<file path="src/ft12_pkg.sv">
// Shared types, codes and constants of the FT1.2 frame receiver.
package ft12_pkg;

   localparam logic [7:0]  FIXED_START = 8'h10;
   localparam logic [7:0]  VAR_START   = 8'h68;
   localparam logic [7:0]  STOP_BYTE   = 8'h16;
   localparam logic [15:0] MIN_GAP     = 16'd2000;

   localparam logic [1:0] PH_HUNT  = 2'd0;
   localparam logic [1:0] PH_FIXED = 2'd1;
   localparam logic [1:0] PH_VAR   = 2'd2;

   localparam logic [2:0] ST_BUSY = 3'd0;
   localparam logic [2:0] ST_GOOD = 3'd1;
   localparam logic [2:0] ST_CSUM = 3'd2;
   localparam logic [2:0] ST_STOP = 3'd3;
   localparam logic [2:0] ST_HEAD = 3'd4;
   localparam logic [2:0] ST_ADDR = 3'd5;
   localparam logic [2:0] ST_TIME = 3'd6;

   localparam int CSR_INDEX_WIDTH = 2;
   localparam int CSR_DATA_WIDTH  = 16;
   localparam logic [CSR_INDEX_WIDTH-1:0] CSR_STATION = 2'd0;
   localparam logic [CSR_INDEX_WIDTH-1:0] CSR_GAP     = 2'd1;

   localparam logic [7:0]  STATION_RESET = 8'd1;
   localparam logic [15:0] GAP_RESET     = 16'd2000;

   typedef struct packed {
      logic       func;
      logic [7:0] rx_byte;
   } req_type;

   typedef struct packed {
      logic [7:0] out_byte;
      logic [8:0] byte_index;
      logic       frame_kind;
      logic       last;
      logic [2:0] status;
   } rsp_type;

   typedef struct packed {
      logic [1:0]  phase;
      logic [8:0]  position;
      logic [7:0]  user_length;
      logic [7:0]  running_sum;
      logic [15:0] idle_ticks;
   } state_type;

   localparam state_type HUNT_STATE = '{
      phase:       PH_HUNT,
      position:    9'd0,
      user_length: 8'd0,
      running_sum: 8'd0,
      idle_ticks:  16'd0
   };

endpackage

</file>
<file path="src/ft12_if.sv">
// Handshake channels of the FT1.2 frame receiver: request, response, register write.
interface ft12_req_if;
   logic       valid;
   logic       ready;
   logic       func;
   logic [7:0] rx_byte;
   modport source (output valid, output func, output rx_byte, input ready);
   modport sink   (input valid, input func, input rx_byte, output ready);
endinterface

interface ft12_rsp_if;
   logic       valid;
   logic       ready;
   logic [7:0] out_byte;
   logic [8:0] byte_index;
   logic       frame_kind;
   logic       last;
   logic [2:0] status;
   modport source (output valid, output out_byte, output byte_index, output frame_kind,
                   output last, output status, input ready);
   modport sink   (input valid, input out_byte, input byte_index, input frame_kind,
                   input last, input status, output ready);
endinterface

interface ft12_csr_if;
   logic                                valid;
   logic                                ready;
   logic [ft12_pkg::CSR_INDEX_WIDTH-1:0] index;
   logic [ft12_pkg::CSR_DATA_WIDTH-1:0]  data;
   modport source (output valid, output index, output data, input ready);
   modport sink   (input valid, input index, input data, output ready);
endinterface

</file>
<file path="src/ft12_frame_receiver_core.sv">
// Top level of the FT1.2 frame receiver: input register, frame state, response register.
// A request passes through the input register, then the frame state update into the
//   response register.
// Throughput: one request per cycle while the response register is free or draining.
// Requests that yield no response (dropped bytes, ticks) still pass through the input register.
// Reset (synchronous, active high): hunting for a start byte, registers to their
//   default values (station address 1, gap limit 2000), both pipeline stages empty.
module ft12_frame_receiver_core (
   input  logic              clock,
   input  logic              reset,
   ft12_req_if.sink          req_bus,
   ft12_rsp_if.source        rsp_bus,
   ft12_csr_if.sink          csr_bus
);

   logic                in_valid_ff, in_valid_in;
   ft12_pkg::req_type   in_req_ff, in_req_in;
   ft12_pkg::state_type state_ff, state_in;
   logic                out_valid_ff, out_valid_in;
   ft12_pkg::rsp_type   out_rsp_ff;
   logic [7:0]          station_ff, station_in;
   logic [15:0]         gap_ff, gap_in;

   ft12_pkg::state_type nxt_state;
   logic                res_valid;
   ft12_pkg::rsp_type   res;
   logic                advance;
   logic                req_take;

   ft12_decode u_decode (
      .cur_state       (state_ff),
      .req             (in_req_ff),
      .station_address (station_ff),
      .gap_limit       (gap_ff),
      .nxt_state       (nxt_state),
      .res_valid       (res_valid),
      .res             (res)
   );

   // input stage moves on when the response register is free or draining
   assign advance        = in_valid_ff && (!out_valid_ff || rsp_bus.ready);
   assign req_bus.ready  = !in_valid_ff || advance;
   assign req_take       = req_bus.valid && req_bus.ready;
   assign csr_bus.ready  = 1'b1;

   always_comb begin
      in_valid_in = in_valid_ff;
      in_req_in   = in_req_ff;
      if (advance) begin
         in_valid_in = 1'b0;
      end
      if (req_take) begin
         in_valid_in       = 1'b1;
         in_req_in.func    = req_bus.func;
         in_req_in.rx_byte = req_bus.rx_byte;
      end
   end

   assign state_in = advance ? nxt_state : state_ff;

   always_comb begin
      out_valid_in = out_valid_ff;
      if (rsp_bus.ready) begin
         out_valid_in = 1'b0;
      end
      if (advance && res_valid) begin
         out_valid_in = 1'b1;
      end
   end

   always_comb begin
      station_in = station_ff;
      gap_in     = gap_ff;
      if (csr_bus.valid) begin
         if (csr_bus.index == ft12_pkg::CSR_STATION) begin
            station_in = csr_bus.data[7:0];
         end else if (csr_bus.index == ft12_pkg::CSR_GAP) begin
            gap_in = csr_bus.data;
         end
      end
   end

   always_ff @(posedge clock) begin
      if (reset) begin
         in_valid_ff  <= 1'b0;
         state_ff     <= ft12_pkg::HUNT_STATE;
         out_valid_ff <= 1'b0;
         station_ff   <= ft12_pkg::STATION_RESET;
         gap_ff       <= ft12_pkg::GAP_RESET;
      end else begin
         in_valid_ff  <= in_valid_in;
         state_ff     <= state_in;
         out_valid_ff <= out_valid_in;
         station_ff   <= station_in;
         gap_ff       <= gap_in;
      end
   end

   always_ff @(posedge clock) begin
      in_req_ff <= in_req_in;
      if (advance && res_valid) begin
         out_rsp_ff <= res;
      end
   end

   assign rsp_bus.valid      = out_valid_ff;
   assign rsp_bus.out_byte   = out_rsp_ff.out_byte;
   assign rsp_bus.byte_index = out_rsp_ff.byte_index;
   assign rsp_bus.frame_kind = out_rsp_ff.frame_kind;
   assign rsp_bus.last       = out_rsp_ff.last;
   assign rsp_bus.status     = out_rsp_ff.status;

`ifndef SYNTHESIS
   a_end_hunts: assert property (@(posedge clock) disable iff (reset)
      (advance && res_valid && res.last) |=> (state_ff.phase == ft12_pkg::PH_HUNT))
      else $error("frame end did not return to hunting");

   a_status_last: assert property (@(posedge clock) disable iff (reset)
      (rsp_bus.valid && rsp_bus.status != ft12_pkg::ST_BUSY) |-> rsp_bus.last)
      else $error("final status on a response without last");

   a_hunt_clean: assert property (@(posedge clock) disable iff (reset)
      (state_ff.phase == ft12_pkg::PH_HUNT) |->
         (state_ff.position == 9'd0 && state_ff.idle_ticks == 16'd0))
      else $error("hunting with stale frame state");

   a_no_overwrite: assert property (@(posedge clock) disable iff (reset)
      (out_valid_ff && !rsp_bus.ready) |-> !advance)
      else $error("pending response overwritten");
`endif

endmodule

</file>
<file path="src/ft12_decode.sv">
// Per-request frame state update and response generation.
module ft12_decode (
   input  ft12_pkg::state_type cur_state,
   input  ft12_pkg::req_type   req,
   input  logic [7:0]          station_address,
   input  logic [15:0]         gap_limit,
   output ft12_pkg::state_type nxt_state,
   output logic                res_valid,
   output ft12_pkg::rsp_type   res
);

   logic [15:0] limit;
   logic [15:0] ticks_inc;
   logic [8:0]  pos;
   logic [8:0]  user_end;
   logic [7:0]  b;
   logic [2:0]  end_status;

   assign limit     = (gap_limit < ft12_pkg::MIN_GAP) ? ft12_pkg::MIN_GAP : gap_limit;
   assign ticks_inc = (cur_state.idle_ticks == 16'hFFFF) ? cur_state.idle_ticks
                                                         : cur_state.idle_ticks + 16'd1;
   assign pos       = cur_state.position;
   assign b         = req.rx_byte;
   // last user byte sits at index 3 + L
   assign user_end  = {1'b0, cur_state.user_length} + 9'd3;
   // stop byte error wins over checksum error
   assign end_status = (b != ft12_pkg::STOP_BYTE) ? ft12_pkg::ST_STOP :
                       (cur_state.running_sum != 8'd0) ? ft12_pkg::ST_CSUM :
                       ft12_pkg::ST_GOOD;

   always_comb begin
      nxt_state           = cur_state;
      res_valid           = 1'b0;
      res.out_byte        = b;
      res.byte_index      = pos;
      res.frame_kind      = (cur_state.phase == ft12_pkg::PH_VAR);
      res.last            = 1'b0;
      res.status          = ft12_pkg::ST_BUSY;
      if (req.func) begin
         if (cur_state.phase != ft12_pkg::PH_HUNT) begin
            nxt_state.idle_ticks = ticks_inc;
            if (ticks_inc >= limit) begin
               res_valid    = 1'b1;
               res.out_byte = 8'd0;
               res.last     = 1'b1;
               res.status   = ft12_pkg::ST_TIME;
               nxt_state    = ft12_pkg::HUNT_STATE;
            end
         end
      end else begin
         nxt_state.idle_ticks = 16'd0;
         unique case (cur_state.phase)
            ft12_pkg::PH_HUNT: begin
               if (b == ft12_pkg::FIXED_START || b == ft12_pkg::VAR_START) begin
                  nxt_state.phase       = (b == ft12_pkg::FIXED_START) ? ft12_pkg::PH_FIXED
                                                                       : ft12_pkg::PH_VAR;
                  nxt_state.position    = 9'd1;
                  nxt_state.running_sum = 8'd0;
                  nxt_state.user_length = 8'd0;
                  res_valid             = 1'b1;
                  res.byte_index        = 9'd0;
                  res.frame_kind        = (b == ft12_pkg::VAR_START);
               end
            end
            ft12_pkg::PH_FIXED: begin
               res_valid = 1'b1;
               priority if (pos <= 9'd2) begin
                  nxt_state.running_sum = cur_state.running_sum + b;
                  nxt_state.position    = pos + 9'd1;
               end else if (pos == 9'd3) begin
                  nxt_state.running_sum = cur_state.running_sum ^ b;
                  nxt_state.position    = pos + 9'd1;
               end else begin
                  res.last   = 1'b1;
                  res.status = end_status;
                  nxt_state  = ft12_pkg::HUNT_STATE;
               end
            end
            ft12_pkg::PH_VAR: begin
               res_valid          = 1'b1;
               nxt_state.position = pos + 9'd1;
               priority if (pos == 9'd1) begin
                  if (b < 8'd2) begin
                     res.last   = 1'b1;
                     res.status = ft12_pkg::ST_HEAD;
                     nxt_state  = ft12_pkg::HUNT_STATE;
                  end else begin
                     nxt_state.user_length = b;
                  end
               end else if (pos == 9'd2) begin
                  if (b != cur_state.user_length) begin
                     res.last   = 1'b1;
                     res.status = ft12_pkg::ST_HEAD;
                     nxt_state  = ft12_pkg::HUNT_STATE;
                  end
               end else if (pos == 9'd3) begin
                  if (b != ft12_pkg::VAR_START) begin
                     res.last   = 1'b1;
                     res.status = ft12_pkg::ST_HEAD;
                     nxt_state  = ft12_pkg::HUNT_STATE;
                  end
               end else if (pos <= user_end) begin
                  if (pos == 9'd5 && b != station_address) begin
                     res.last   = 1'b1;
                     res.status = ft12_pkg::ST_ADDR;
                     nxt_state  = ft12_pkg::HUNT_STATE;
                  end else begin
                     nxt_state.running_sum = cur_state.running_sum + b;
                  end
               end else if (pos == user_end + 9'd1) begin
                  nxt_state.running_sum = cur_state.running_sum ^ b;
               end else begin
                  res.last   = 1'b1;
                  res.status = end_status;
                  nxt_state  = ft12_pkg::HUNT_STATE;
               end
            end
            default: begin
               nxt_state = ft12_pkg::HUNT_STATE;
            end
         endcase
      end
   end

endmodule
</file>
<file path="src/flat_wrapper.sv">
// flat-port wrapper written by rule: the top's interface ports become plain ports
module ft12_frame_receiver_core_flat 
  (clock, reset, req_bus_valid, req_bus_func, req_bus_rx_byte, req_bus_ready, rsp_bus_valid, rsp_bus_out_byte, rsp_bus_byte_index, rsp_bus_frame_kind, rsp_bus_last, rsp_bus_status, rsp_bus_ready, csr_bus_valid, csr_bus_index, csr_bus_data, csr_bus_ready);
  ft12_req_if req_bus_i ();
  ft12_rsp_if rsp_bus_i ();
  ft12_csr_if csr_bus_i ();
  input  logic clock;
  input  logic reset;
  input wire logic [$bits(req_bus_i.valid)-1:0] req_bus_valid;
  input wire logic [$bits(req_bus_i.func)-1:0] req_bus_func;
  input wire logic [$bits(req_bus_i.rx_byte)-1:0] req_bus_rx_byte;
  output wire logic [$bits(req_bus_i.ready)-1:0] req_bus_ready;
  output wire logic [$bits(rsp_bus_i.valid)-1:0] rsp_bus_valid;
  output wire logic [$bits(rsp_bus_i.out_byte)-1:0] rsp_bus_out_byte;
  output wire logic [$bits(rsp_bus_i.byte_index)-1:0] rsp_bus_byte_index;
  output wire logic [$bits(rsp_bus_i.frame_kind)-1:0] rsp_bus_frame_kind;
  output wire logic [$bits(rsp_bus_i.last)-1:0] rsp_bus_last;
  output wire logic [$bits(rsp_bus_i.status)-1:0] rsp_bus_status;
  input wire logic [$bits(rsp_bus_i.ready)-1:0] rsp_bus_ready;
  input wire logic [$bits(csr_bus_i.valid)-1:0] csr_bus_valid;
  input wire logic [$bits(csr_bus_i.index)-1:0] csr_bus_index;
  input wire logic [$bits(csr_bus_i.data)-1:0] csr_bus_data;
  output wire logic [$bits(csr_bus_i.ready)-1:0] csr_bus_ready;
  assign req_bus_i.valid = req_bus_valid;
  assign req_bus_i.func = req_bus_func;
  assign req_bus_i.rx_byte = req_bus_rx_byte;
  assign req_bus_ready = req_bus_i.ready;
  assign rsp_bus_valid = rsp_bus_i.valid;
  assign rsp_bus_out_byte = rsp_bus_i.out_byte;
  assign rsp_bus_byte_index = rsp_bus_i.byte_index;
  assign rsp_bus_frame_kind = rsp_bus_i.frame_kind;
  assign rsp_bus_last = rsp_bus_i.last;
  assign rsp_bus_status = rsp_bus_i.status;
  assign rsp_bus_i.ready = rsp_bus_ready;
  assign csr_bus_i.valid = csr_bus_valid;
  assign csr_bus_i.index = csr_bus_index;
  assign csr_bus_i.data = csr_bus_data;
  assign csr_bus_ready = csr_bus_i.ready;
  ft12_frame_receiver_core u_core (.clock(clock), .reset(reset), .req_bus(req_bus_i), .rsp_bus(rsp_bus_i), .csr_bus(csr_bus_i));
endmodule
</file>
<file path="config.mk">
export PLATFORM = sky130hd
export DESIGN_NAME = ft12_frame_receiver_core_flat
export DESIGN_NICKNAME = d
export VERILOG_FILES = /design/src/ft12_pkg.sv /design/src/ft12_if.sv /design/src/ft12_frame_receiver_core.sv /design/src/ft12_decode.sv /design/src/flat_wrapper.sv
export SDC_FILE = /design/constraint.sdc
export NUM_CORES = 1
export LEC_CHECK = 0
export BUFFER_PORTS_ARGS = -buffer_cell sky130_fd_sc_hd__buf_4
export CAP_MARGIN = 15
export CORE_MARGIN = 2
export CORE_UTILIZATION = 28
export DETAILED_ROUTE_END_ITERATION = 7
export PLACE_DENSITY = 0.48
export SLEW_MARGIN = 25
export SYNTH_ARGS = -nofsm -noshare
export SYNTH_HDL_FRONTEND = slang
export SYNTH_SLANG_ARGS = --single-unit
</file>
<file path="constraint.sdc">
create_clock -name clock -period 4.65 [get_ports clock]
set_clock_uncertainty 0.1 [all_clocks]
set_input_delay 0.6975 -clock clock [delete_from_list [all_inputs] [get_ports clock]]
set_output_delay 0.6975 -clock clock [all_outputs]
set_load 0.03 [all_outputs]
</file>
# == After elaboration in Yosys (flattened, before gate mapping) ==
# Cells that the tools add are included.
# W data, S select, Z words.
# classes
n_lt_le_gt_ge,5
bitwise,2
n_reduce_logical,23
muxes,62
addsub,5
n_eq_ne,25
# op_table
operator,count
$mux W43,9
$pmux W27 S3,1
$mux W8,10
$mux W4,14
$mux W16,3
$mux W19,2
$mux W10,3
$mux W27,1
$mux W24,1
$add A9 B1 Y9 const B,2
$eq A9 B2 Y1 const B,2
$mux W9,2
$add A16 B1 Y16 const B,1
$eq A16 B16 Y1 const B,1
$ge A16 B16 Y1,1
$lt A16 B11 Y1 const B,1
$ne A8 B8 Y1,2
$mux W11,1
$reduce_and A11 Y1,1
$mux W2,5
$reduce_and A10 Y1,1
$add A8 B2 Y9 const B,1
$eq A9 B1 Y1 const B,1
$eq A9 B3 Y1 const B,1
other kinds (34),55
# totals
in_bits,32
register_bits,100

# == Depth between registers and ports, before layout ==
# Gate-level depths: netlist of the first run.
# depth
ltp_word,10
depth_mapped,18
ltp_nobuf,17

# == Modules after synthesis ==
# From an unflattened synthesis of the first run, not the netlist that was laid out.
# unflattened
hier_cells,876
hier_area_um2,7508.5
# modules_own_cells
module,cells_per_inst,area_per_inst_um2,n_inst
ft12_frame_receiver_core,339,3843.7,1
ft12_decode,537,3664.8,1

# == Worst setup path before layout of the first run ==
# No wires, ideal clock.
# synth_path
path_kind,register to register
startpoint,register u_core.state_ff[4] (netlist bit)
endpoint,"register u_core.out_rsp_ff, in the netlist u_core.rsp_bus.byte_index[0] (enable)"
t_required_ps,4149
path_stages_with_launch,18
arrival_ps,3984
setup_time_ps,401
setup_slack_ps,166
path_cell_list,dfxtp_1 -> clkbuf_1 -> nand4_1 -> nor4_2 -> nand3_1 -> and3_1 -> nand3_1 -> nor3_1 -> xnor2_1 -> ha_1 -> a21o_1 -> a21o_1 -> a21oi_1 -> o21a_1 -> o21a_1 -> nor3_1 -> nor2_1 -> nor2_1
# synth_between
elab_chain_len,7
word_cells_on_any_way,8
cone_classes,add/sub (1); order compare (1); eq/ne (1); mux (4); reduce/logical (1)
# synth_lines
item,line_no,text
from (decl),ft12_frame_receiver_core.sv:18,"ft12_pkg::state_type state_ff, state_in;"
from (signal assigned),ft12_frame_receiver_core.sv:86,state_ff <= ft12_pkg::HUNT_STATE;
from (signal assigned),ft12_frame_receiver_core.sv:92,state_ff <= state_in;
$add A16 B1 Y16 / $eq A16 B16 Y1 (equally long branches),"ft12_decode.sv:21, ft12_decode.sv:20",
$mux W16 *,ft12_decode.sv:20,assign ticks_inc = (cur_state.idle_ticks == 16'hFFFF) ? cur_state.idle_ticks
$ge A16 B16 Y1 *,ft12_decode.sv:42,if (ticks_inc >= limit) begin
$mux W1 *,ft12_decode.sv:42,
$mux W1 *,ft12_decode.sv:40,if (cur_state.phase != ft12_pkg::PH_HUNT) begin
$mux W1 *,ft12_decode.sv:39,if (req.func) begin
$logic_and A1 B1 Y1 *,ft12_frame_receiver_core.sv:101,if (advance && res_valid) begin
to (signal assigned),ft12_frame_receiver_core.sv:102,out_rsp_ff <= res;
to (decl),ft12_frame_receiver_core.sv:20,ft12_pkg::rsp_type out_rsp_ff;
# Every way passes the cells marked *; elsewhere a longest branch is shown, timed or not.
# A chain may end at the register's enable or synchronous reset.

# == Final worst setup path of the first run ==
# layout_path
startpoint,register u_core.state_ff[24] (netlist bit)
endpoint,register u_core.state_ff[28] (netlist bit)
# layout_between
elab_chain_len,8
word_cells_on_any_way,15
cone_classes,add/sub (2); order compare (1); eq/ne (5); mux (6); reduce/logical (1)
# layout_lines
item
"parallel branches: the longest is 8 deep, another holds $add A8 B2 Y9"
# Parallel ways; which one is timed is not known.

==> metrics.md, run 1 <==
| Metric | Value |
|---|---|
| Top-Level Pins | `57` |
| CP startpoint kind | `flop` |
| Maxcap violations | `0` |
| Tightest Pin Transition | `949.2 ps` |
| Synth area leaders | `dfxtp_1 (21%), edfxtp_1 (14%), ha_1 (7.9%)` |
| Seq/Total Area, Yosys | `35.59%` |
| Root Driver | `clkbuf_16` |
| Pleak | `2.919 nW` |
| Port buffer count | `55` |
| Layout cells sized above 1 | `15.76%` |
| Final hold vios | `0` |
| DIE WIDTH | `156.3 um` |
| Number of DRC markers in iteration 0 | `315` |
| Max Clk Rate | `238.7 MHz` |
| Largest net degree at the start of global routing | `56` |
| Mapped Avg Cell Area | `8.802 sq um` |
| CP arrival | `4390 ps` |
| TritonRoute pass-1 iters | `4` |
| Die Ht | `156.3 um` |
| DIE AREA | `24440 sq um` |
| Vias in the first global route | `5300` |
| CTS sink count | `100` |
| Initial antenna violation count | `0` |
| Non-Filler Instances | `1078` |
| FILL cells | `2371` |
| FF+latch count, synth | `100` |
| Total Power | `1.830 mW` |
| Remaining global-route overflow | `0` |
| Synth Instances | `738` |
| Final worst setup slack | `460.9 ps` |
| Area fraction of the dominant cell type after synthesis | `21.26%` |
| CP Capture Type | `flop` |
| Critical Path RT | `4860 ps` |
| Crit share post-route | `90.09%` |
| Total of warnings raised by yosys | `0` |
| Initial Util | `28.61%` |
| Vias per inst | `5.017` |
| Area Growth Syn to Fin | `16.60%` |
| Diode count | `0` |
| Wirelength, routed | `17860 um` |
| Vias | `5408` |
| Clock buffer count from CTS | `9` |
| Hold WS | `363.7 ps` |
| Synthesized net count | `812` |
| Wire length per cell | `16.57 um` |
| DP Wirelength | `13650 um` |
| Cell Pwr Density | `241.6 nW/um^2` |
| CTS tree | `done` |
| GRT Total Usage | `14.90%` |
| Min Tclk post-route | `4189 ps` |
| Ys async rst share | `0%` |
| Top_reg_cell synth | `dfxtp_1` |
| Clk slew on worst S/H paths | `80 ps` |
| Worst-path maximum fanout | `11` |
| Detailed-route DRC error count | `0` |
| Clock latency on the worst-skew pair | `360 ps` |
| Cell accounting for the most synthesized area | `dfxtp_1` |
| Dpl ws | `240.7 ps` |
| Hold crit path type | `reg2reg` |
| RSZ-0062 raised after global routing | `no` |
| Synthesized area | `6496 sq um` |
| WS Path Type | `reg2reg` |
| Slew margin rel. | `36.30%` |
| Setup TNS | `0 ps` |
| Row cnt | `55` |
| Clock Tree Buf Depth | `2` |
| Setup slack, reg-to-reg | `460 ps` |
| Max VDD drop | `0.1743 mV` |
| Nets | `862` |
| First-pass GRT wire length | `28700 um` |
| ANT nets after route | `0` |
| Cells after DPL | `1062` |
| Final setup fails | `0` |
| Post-synth EDFFs | `31` |
| H-Tree Depth | `3` |
| Placer congestion estimate | `0.8339` |
| Yosys cell types | `83` |
| Slew Limit Fails | `0` |
| Outcome | `finished, final reports clean` |
| Total core area | `22710 sq um` |
[through the flow]
step,util (%),cell area (sq um)
finish,33.36,7575
global placement,31.92,7248
detailed placement,31.94,7253
CTS,33.27,7555
floorplan,-,6496
global route,33.36,7575
[registers in the layout (all words and copies together), names as in the netlist, 3 cells and up]
register,count
u_core.station_ff,8
u_core.rsp_bus.status,3
u_core.rsp_bus.byte_index,9
u_core.in_req_ff,9
u_core.rsp_bus.out_byte,8
u_core.gap_ff,16
u_core.state_ff,43
[worst max-delay path, stage by stage (launching register included)]
cell,delay [ps]
dfxtp_2,440
inv_1,120
ha_1,360
nand4b_1,270
or2_2,330
ha_1,310
a211o_1,130
a21oi_1,70
and2b_1,200
a221oi_4,460
and2_1,240
nand4_4,220
o211a_1,330
o31ai_4,350
a22o_1,210
[layout by cell type, fill, tap and decap left out, types with 12 or more instances in the layout]
cell type  Yosys  routed
nor2b_1       27      27
buf_4          7      80
o21ai_0       17      17
edfxtp_1      31      31
nor3_1        12      12
xor2_1        20      20
a21oi_1       47      47
nand4_1       16      16
nand2_1       73      73
a21o_1        14      14
dfxtp_1       69      68
nand3_1       25      25
xnor2_1       32      32
ha_1          41      41
nor2_1        69      67
inv_1         23      23
[path summary, 6_finish.rpt]
| check | depth (start not counted) | start | to |
|---|---|---|---|
| setup reg to reg | 14 | u_core.state_ff[24]$_SDFFE_PP0P_ | u_core.state_ff[28]$_SDFFE_PP0P_ |
| hold reg to reg | 2 | u_core.gap_ff[14]$_SDFFE_PP0P_ | u_core.gap_ff[14]$_SDFFE_PP0P_ |
| hold / removal | 2 | u_core.gap_ff[14]$_SDFFE_PP0P_ | u_core.gap_ff[14]$_SDFFE_PP0P_ |
| setup / recovery | 14 | u_core.state_ff[24]$_SDFFE_PP0P_ | u_core.state_ff[28]$_SDFFE_PP0P_ |
[cell type report]
| cell class | instances | area, sq um | area share [%] |
|---|---|---|---|
| Sequential cell | 100 | 2313 | 30.54 |
| Inverter | 23 | 86.33 | 1.140 |
| Tap cell | 285 | 356.6 | 4.708 |
| Clock inverter | 7 | 76.32 | 1.008 |
| Multi-Input combinational cell | 574 | 3916 | 51.70 |
| Timing Repair Buffer | 80 | 600.6 | 7.929 |
| Clock buffer | 9 | 225.2 | 2.973 |
[synth_stat cells, types with 20 or more instances]
cell type,count
a21oi_1,47
clkbuf_1,23
dfxtp_1,69
edfxtp_1,31
ha_1,41
inv_1,23
nand2_1,73
nand3_1,25
nor2_1,69
nor2b_1,27
xnor2_1,32
xor2_1,20
[what timing repair did]
action                     in CTS  in global routing
setup buffers                   0                  0
hold buffers                    0                  0
setup endpoints to repair       0                 17
resized for setup               0                  4
[logic make-up (layout without fill, tap and decap cells)]
family / count (synthesis) / count (layout) / synth area share, %
AND/OR/NAND/NOR: 299 / 299 / 23.92
AO/OA/AOI/OAI: 168 / 168 / 18.62
flip-flops: 100 / 100 / 35.59
buffers and inverters: 64 / 119 / 4.526
XOR/XNOR: 53 / 53 / 7.357
adder cells (fa/ha/maj): 42 / 42 / 8.205
multiplexers: 11 / 11 / 1.714
other: 1 / 1 / 0.05773
[report_power, final]
| part | internal [mW] | switching [mW] |
|---|---|---|
| combinational | 0.0557 | 0.0688 |
| clock | 0.385 | 0.385 |
| sequential | 0.911 | 0.0249 |
| total | 1.35 | 0.479 |
[metal layers]
layer	vias up	share of wire [%]	GRT usage (%)
met3	14	4.3	2.603
met1	2537	50	21.38
met2	95	45	23.24
met4	0	1.2	3.495
li1	2762	-	-
met5	-	0	0
Power figures use the tool's default switching activity.
==> inputs of run 2 (changes only) <==
--- a/config.mk
+++ b/config.mk
@@ -8,9 +8,9 @@
 export BUFFER_PORTS_ARGS = -buffer_cell sky130_fd_sc_hd__buf_4
 export CAP_MARGIN = 15
 export CORE_MARGIN = 2
-export CORE_UTILIZATION = 28
+export CORE_UTILIZATION = 25
 export DETAILED_ROUTE_END_ITERATION = 7
-export PLACE_DENSITY = 0.48
+export PLACE_DENSITY = 0.44
 export SLEW_MARGIN = 25
 export SYNTH_ARGS = -nofsm -noshare
 export SYNTH_HDL_FRONTEND = slang
==> constraint.sdc (replaced) <==
create_clock -name clock -period 3.57 [get_ports clock]
set_clock_uncertainty 0.1 [all_clocks]
set_input_delay 0.5355 -clock clock [delete_from_list [all_inputs] [get_ports clock]]
set_output_delay 0.5355 -clock clock [all_outputs]
set_load 0.03 [all_outputs]
==> run 2 against run 1 <==
Against the previous run:
- maximum frequency grew 21%
- final cell count rose by 9.5%
- die area increased by 12%
- routed wire length up 9.2%
- first-iteration DRC count down 0.32%
- highest routed layer unchanged
- hold slack got worse by 120 ps
- sequential power increased by 29%
- power up 35%
- largest power group unchanged
- via count is 5.5% higher
==> metrics.md, run 2 (synthesis results as in run 1) <==
| Metric | Value |
|---|---|
| Outcome | `finished, final reports clean` |
| Initial Util | `25.21%` |
| Worst r2r src | `u_core.state_ff[24]$_SDFFE_PP0P_` |
| Non-Filler Instances | `1180` |
| Worst path slowest cell | `dfxtp_1` |
| Port buffer count | `55` |
| Worst-path maximum fanout | `6` |
| DIE WIDTH | `165.2 um` |
| Multi-input logic area | `4242 sq um` |
| Wirelength, routed | `19500 um` |
| Final core area utilization | `32.69%` |
| Final instance area | `8423 sq um` |
| Hold crit path type | `in2reg` |
| Most frequent cells in the layout | `buf_4 (120), nand2_1 (71), dfxtp_1 (66), nor2_1 (62), a21oi_1 (43)` |
| Largest regs | `u_core.state_ff x43, u_core.gap_ff x16` |
| Placer congestion estimate | `0.8361` |
| Vias in the first global route | `5319` |
| CP most frequent cell | `buf_4` |
| DR WL met3 | `750 um` |
| ANT nets after route | `0` |
| CP startpoint kind | `flop` |
| Reg2reg end | `u_core.state_ff[40]$_SDFFE_PP0P_` |
| Slew margin rel. | `37.28%` |
| Top-Level Pins | `57` |
| Clock buffer count from CTS | `9` |
| TritonRoute pass-1 iters | `5` |
| DP Wirelength | `14300 um` |
| Met2 routed WL | `8300 um` |
| Cell Pwr Density | `293.8 nW/um^2` |
| Initial antenna violation count | `0` |
| CP Capture Type | `flop` |
| Largest net degree at the start of global routing | `56` |
| Wire length per cell | `16.53 um` |
| Biggest register | `u_core.state_ff` |
| WS Path Type | `reg2reg` |
| Crit path cell chain | `inv_1 > ha_2 > nand4b_1 > or2_4 > ha_4 > a211o_1 > a21oi_1 > buf_4 > a221oi_4 > and2_4 > nand4_4 > a311oi_2 > buf_4 > buf_6 > a41oi_1 > a31oi_1` |
| Diode count | `0` |
| Max VDD drop | `0.2379 mV` |
| Most common cell after layout, fill and taps aside | `buf_4` |
| Hold-fix buffers, CTS | `0` |
| Clock latency on the worst-skew pair | `360 ps` |
| Detailed-route DRC error count | `0` |
| Tightest Pin Transition | `934.6 ps` |
| Die Ht | `165.2 um` |
| Crit share post-route | `96.85%` |
| Root Driver | `clkbuf_16` |
| Hold_sp | `req_bus_rx_byte[2]` |
| Cells after DPL | `1148` |
| Highest routed layer | `met4` |
| CP arrival | `3640 ps` |
| Slew Limit Fails | `0` |
| Pleak | `3.320 nW` |
| Row cnt | `59` |
| Layout cells sized above 1 | `25.68%` |
| Remaining global-route overflow | `0` |
| Vias per inst | `4.836` |
| Cell Area, Placed | `7695 sq um` |
| Final setup fails | `0` |
| RSZ-0062 raised after global routing | `yes` |
| Setup slack, reg-to-reg | `110 ps` |
| FILL cells | `2704` |
| Post-Route M1 WL | `10140 um` |
| Slowest stage delay, CP | `330 ps` |
| CTS sink count | `100` |
| Number of DRC markers in iteration 0 | `314` |
| Worst Hold Path EP | `u_core.in_req_ff[2]$_DFFE_PP_` |
| CTS tree | `done` |
| Worst r2r path cells | `16` |
| Maxcap violations | `0` |
| Max reg flops | `43` |
| GRT Total Usage | `14.48%` |
| Worst Path Buf+Inv | `4` |
| H-Tree Depth | `3` |
| Max Clk Rate | `289.2 MHz` |
| Min Tclk post-route | `3457 ps` |
| Worst hold path depth | `1` |
| First-pass GRT wire length | `30170 um` |
| Total core area | `25760 sq um` |
| Critical Path RT | `3760 ps` |
| Area Growth Syn to Fin | `29.66%` |
| Final hold vios | `0` |
| Nets | `914` |
| FF+latch area | `2316 sq um` |
| DIE AREA | `27290 sq um` |
| Clk slew on worst S/H paths | `80 ps` |
| Vias | `5706` |
| Clock Tree Buf Depth | `2` |
| Worst path top cell family by delay | `compound AO/OA/AOI/OAI gates` |
run 2: layout make-up:
cell class                 count  share of cell area [%]
inverter                      23                   1.025
clock inverter                 4                  0.4159
timing repair buffer         131                   12.30
sequential                   100                   27.50
tap                          335                   4.976
clock buffer                  12                   3.431
multi-input combinational    575                   50.36
run 2: metrics by stage:
stage / TNS (ps) / hold slack, ps / setup WS, ps / power [mW]
after floorplan: -44.68 / 331.7 / -22.38 / 1.337
after global placement: -2206 / 344.2 / -101.7 / 1.418
after detailed placement: -3395 / 350.3 / -155.7 / 1.418
after CTS: 0 / 234.5 / 1.615 / 2.499
after global routing: -266.4 / 227.8 / -66.36 / 2.575
final: 0 / 246.8 / 112.5 / 2.475
run 2: what timing repair did:
action / in CTS / in global routing
gates cloned: 1 / 2
setup endpoints to repair: 22 / 73
buffers inserted: 1 / 13
gates resized for setup: 3 / 51
pin swaps: 2 / 38
run 2: how the worst max path moves through the flow:
stage                                                start  cells after the start                                     end
after floorplan            u_core.state_ff[4]$_SDFFE_PP0P_                     17        u_core.state_ff[18]$_SDFFE_PP0P_
after global placement     u_core.state_ff[4]$_SDFFE_PP0P_                     14  u_core.rsp_bus.byte_index[8]$_DFFE_PP_
after detailed placement   u_core.state_ff[4]$_SDFFE_PP0P_                     14  u_core.rsp_bus.byte_index[8]$_DFFE_PP_
after CTS                  u_core.state_ff[4]$_SDFFE_PP0P_                     14  u_core.rsp_bus.status[0]$_SDFFCE_PP0P_
after global routing       u_core.state_ff[7]$_SDFFE_PP0P_                     15        u_core.state_ff[18]$_SDFFE_PP0P_
final                     u_core.state_ff[24]$_SDFFE_PP0P_                     16        u_core.state_ff[40]$_SDFFE_PP0P_
run 2: routing by layer:
metal / vias up / track usage, %
met1: 2683 / 21.52
met2: 135 / 21.36
met5: - / 0
met3: 16 / 2.797
met4: 0 / 3.478
li1: 2872 / -
run 2: report_power, final:
| part | switching (mW) | leakage, nW | total, mW | internal (mW) |
|---|---|---|---|---|
| registers | 0.0282 | 0.828 | 1.21 | 1.19 |
| logic | 0.105 | 2.33 | 0.191 | 0.0867 |
| clock network | 0.483 | 0.160 | 1.07 | 0.586 |
| total | 0.616 | 3.32 | 2.47 | 1.86 |
==> inputs of run 3 (changes only) <==
--- a/config.mk
+++ b/config.mk
@@ -6,7 +6,7 @@
 export NUM_CORES = 1
 export LEC_CHECK = 0
 export BUFFER_PORTS_ARGS = -buffer_cell sky130_fd_sc_hd__buf_4
-export CAP_MARGIN = 15
+export CAP_MARGIN = 20
 export CORE_MARGIN = 2
 export CORE_UTILIZATION = 25
 export DETAILED_ROUTE_END_ITERATION = 7
@@ -14,4 +14,5 @@
 export SLEW_MARGIN = 25
 export SYNTH_ARGS = -nofsm -noshare
 export SYNTH_HDL_FRONTEND = slang
+export SYNTH_HIERARCHICAL = 1
 export SYNTH_SLANG_ARGS = --single-unit
==> run 3 against run 2 <==
Against the previous run:
- the flow now finishes with violations (negative setup slack)
- global-route usage shrank 0.79 points
- critical path depth grew 1
- non-clock buffer count grew 43
- first-iteration DRC count grew 7.0%
- sequential cell count is the same
- maximum frequency shrank 9.3%
==> metrics.md, run 3 <==
| Metric | Value |
|---|---|
| Outcome | `complete, but fails checks` |
| Failing checks | `negative setup slack` |
| Clk pwr share | `39.7%` |
| Comb pwr share | `11.2%` |
| ANT nets after route | `0` |
| NetSw | `0.6456 mW` |
| Placer congestion estimate | `0.8174` |
| Hold crit path type | `in2reg` |
| Most common cell after layout, fill and taps aside | `buf_4` |
| DP Wirelength | `15520 um` |
| Net Sw Frac | `26.39%` |
| Max Clk Rate | `262.3 MHz` |
| FF+latch count, synth | `100` |
| Synth cell count leaders | `nand2b_1 (93), nand2_1 (90), nor2_1 (80)` |
| Wirelength, routed | `21220 um` |
| Yosys cell types | `84` |
| Initial antenna violation count | `0` |
| Cell accounting for the most synthesized area | `dfxtp_1` |
| Max VDD drop | `0.1751 mV` |
| DIE WIDTH | `177.3 um` |
| Row cnt | `63` |
| Nets | `1082` |
| CP startpoint kind | `flop` |
| Final worst setup slack | `-243.0 ps` |
| Vias in the first global route | `6313` |
| Flop pwr share | `49.1%` |
| Slew Limit Fails | `0` |
| Min Tclk post-route | `3813 ps` |
| WS Path Type | `reg2reg` |
| Critical Path RT | `3750 ps` |
| Final core area utilization | `32.27%` |
| Number of DRC markers in iteration 0 | `336` |
| Layout cells sized above 1 | `26.48%` |
| Synth Instances | `876` |
| CP arrival | `3990 ps` |
| Non-Filler Instances | `1402` |
| RSZ-0062 raised after global routing | `yes` |
| Detailed-route DRC error count | `0` |
| Top_reg_cell synth | `dfxtp_1` |
| Cell Area, Placed | `8899 sq um` |
| Largest net degree at the start of global routing | `120` |
| Port buffer count | `55` |
| Total of warnings raised by yosys | `6` |
| Vias per inst | `4.665` |
| Crit share post-route | `106.8%` |
| Top-Level Pins | `57` |
| Final setup fails | `57` |
| CTS tree | `done` |
| First-pass GRT wire length | `33930 um` |
| Max reg flops | `43` |
| Clock latency on the worst-skew pair | `360 ps` |
| Die Ht | `177.3 um` |
| Most common cell in the netlist | `nand2b_1` |
| Diode count | `0` |
| TritonRoute pass-1 iters | `4` |
| Seq/Total Area, Yosys | `30.79%` |
| Final hold vios | `0` |
| CP Capture Type | `flop` |
| CTS sink count | `100` |
| Initial Util | `25.33%` |
| Pleak | `3.818 nW` |
| Synthesized net count | `951` |
| Cells after DPL | `1366` |
| Tightest Pin Transition | `823.5 ps` |
| Clk slew on worst S/H paths | `80 ps` |
| Wire length per cell | `15.14 um` |
| Worst-path maximum fanout | `8` |
| Clock Tree Buf Depth | `2` |
| Post-synth EDFFs | `31` |
| Largest regs | `u_core/state_ff x43, u_core/gap_ff x16` |
| H-Tree Depth | `3` |
| Synth area leaders | `dfxtp_1 (18%), edfxtp_1 (12%), nand2b_1 (7.7%)` |
| Ys async rst share | `0%` |
| Final instance area | `9564 sq um` |
| Cell Pwr Density | `255.8 nW/um^2` |
| Area fraction of the dominant cell type after synthesis | `18.40%` |
| Maxcap violations | `0` |
| Total core area | `29640 sq um` |
| Biggest register | `u_core/state_ff` |
| GRT Total Usage | `13.69%` |
| Clock buffer count from CTS | `9` |
| Synthesized area | `7508 sq um` |
| Remaining global-route overflow | `0` |
| Vias | `6541` |
| Most frequent cells in the layout | `buf_4 (163), nand2b_1 (93), nand2_1 (85), nor2_1 (68), dfxtp_1 (60)` |
| Slew margin rel. | `45.10%` |
| Hold-fix buffers, CTS | `0` |
| Area Growth Syn to Fin | `27.38%` |
| DIE AREA | `31440 sq um` |
| Int Pwr | `1.801 mW` |
| Mapped Avg Cell Area | `8.571 sq um` |
| Root Driver | `clkbuf_16` |
==> run 3: cell count changes after synthesis, moves of 11 or more <==
cell      change
nor2b_1      -14
nand2b_1     +84
mux2i_1      +38
nor2_1       +11
xor2_1       +17
nand2_1      +17
==> run 3: layout make-up <==
type	instances	area (sq um)
fillers	3186	20070
multi-input cells	701	4992
flip-flops and latches	100	2323
repair buffers	174	1400
well taps	390	488.0
clock buffers	9	225.2
inverters	21	78.83
clock inverters	7	56.30
==> run 3: final timing paths <==
path                                 endpoint                             from  slack, ps  depth (start not counted)
max          u_core/state_ff[31]$_SDFFE_PP0P_  u_core/state_ff[8]$_SDFFE_PP0P_       -240                         17
min             u_core/in_req_ff[6]$_DFFE_PP_               req_bus_rx_byte[6]        250                          1
max reg2reg  u_core/state_ff[31]$_SDFFE_PP0P_  u_core/state_ff[8]$_SDFFE_PP0P_       -240                         17
min reg2reg    u_core/gap_ff[12]$_SDFFE_PP0P_   u_core/gap_ff[12]$_SDFFE_PP0P_        360                          2
==> run 3: logic make-up (layout without fill, tap and decap cells) <==
group	count (synthesis)	after routing	share of synthesized area, %
other	1	1	0.04994
and+or+nand+nor	403	404	28.20
muxes	49	49	6.549
DFF	100	100	30.79
AOI/OAI and AO/OA	142	142	13.61
xor gates and xnor gates	62	62	7.432
buffers and inverters	76	211	6.099
adders and majority gates	43	43	7.265
==> run 3: timing repair <==
item                                    4_1_cts  5_1_grt
setup buffers                                 6       12
resized for setup                            19       30
endpoints found under the setup margin       65       76
pin swaps                                    11        9
cloned                                        1        1
==> run 3: worst max-delay path, cell delays in order, from the launching register on <==
cell and delay [ps]:
dfxtp_2 350, nand3_4 100, nor4_4 310, and3_4 270
nor2_2 70, nand3_1 120, xnor2_1 150, ha_1 300
a2111oi_4 340, o21ai_1 120, a211oi_2 340, buf_4 190
o21ai_4 70, or3b_4 260, a2bb2oi_4 280, a22o_1 190
nand2b_1 50, mux2i_1 130
==> run 3: per-layer routing <==
layer | track usage, % | up-vias | part of all wire [%]
li1 | - | 3342 | -
met3 | 2.228 | 20 | 3.7
met1 | 18.41 | 3058 | 48
met4 | 3.210 | 0 | 1.2
met5 | 0 | - | 0
met2 | 22.91 | 121 | 47
==> run 3: power by group through the flow <==
stage	registers, mW	logic [mW]	clock network (mW)
after global routing	1.20	0.299	1.05
final	1.20	0.273	0.971
after CTS	1.20	0.257	1.01
after detailed placement	1.23	0.256	0
after global placement	1.23	0.255	0
after floorplan	1.23	0.163	0
==> run 3: stage by stage <==
stage	power [mW]	setup TNS [ps]	hold WS, ps	worst slack [ps]
6_report	2.446	-6495	249.1	-243.0
5_1_grt	2.549	-22060	227.9	-460.8
4_1_cts	2.472	-3928	233.0	-180.8
3_5_place_dp	1.484	-15760	350.2	-376.4
3_3_place_gp	1.484	-13450	345.9	-399.5
2_1_floorplan	1.390	-0.03308	331.7	-0.03308
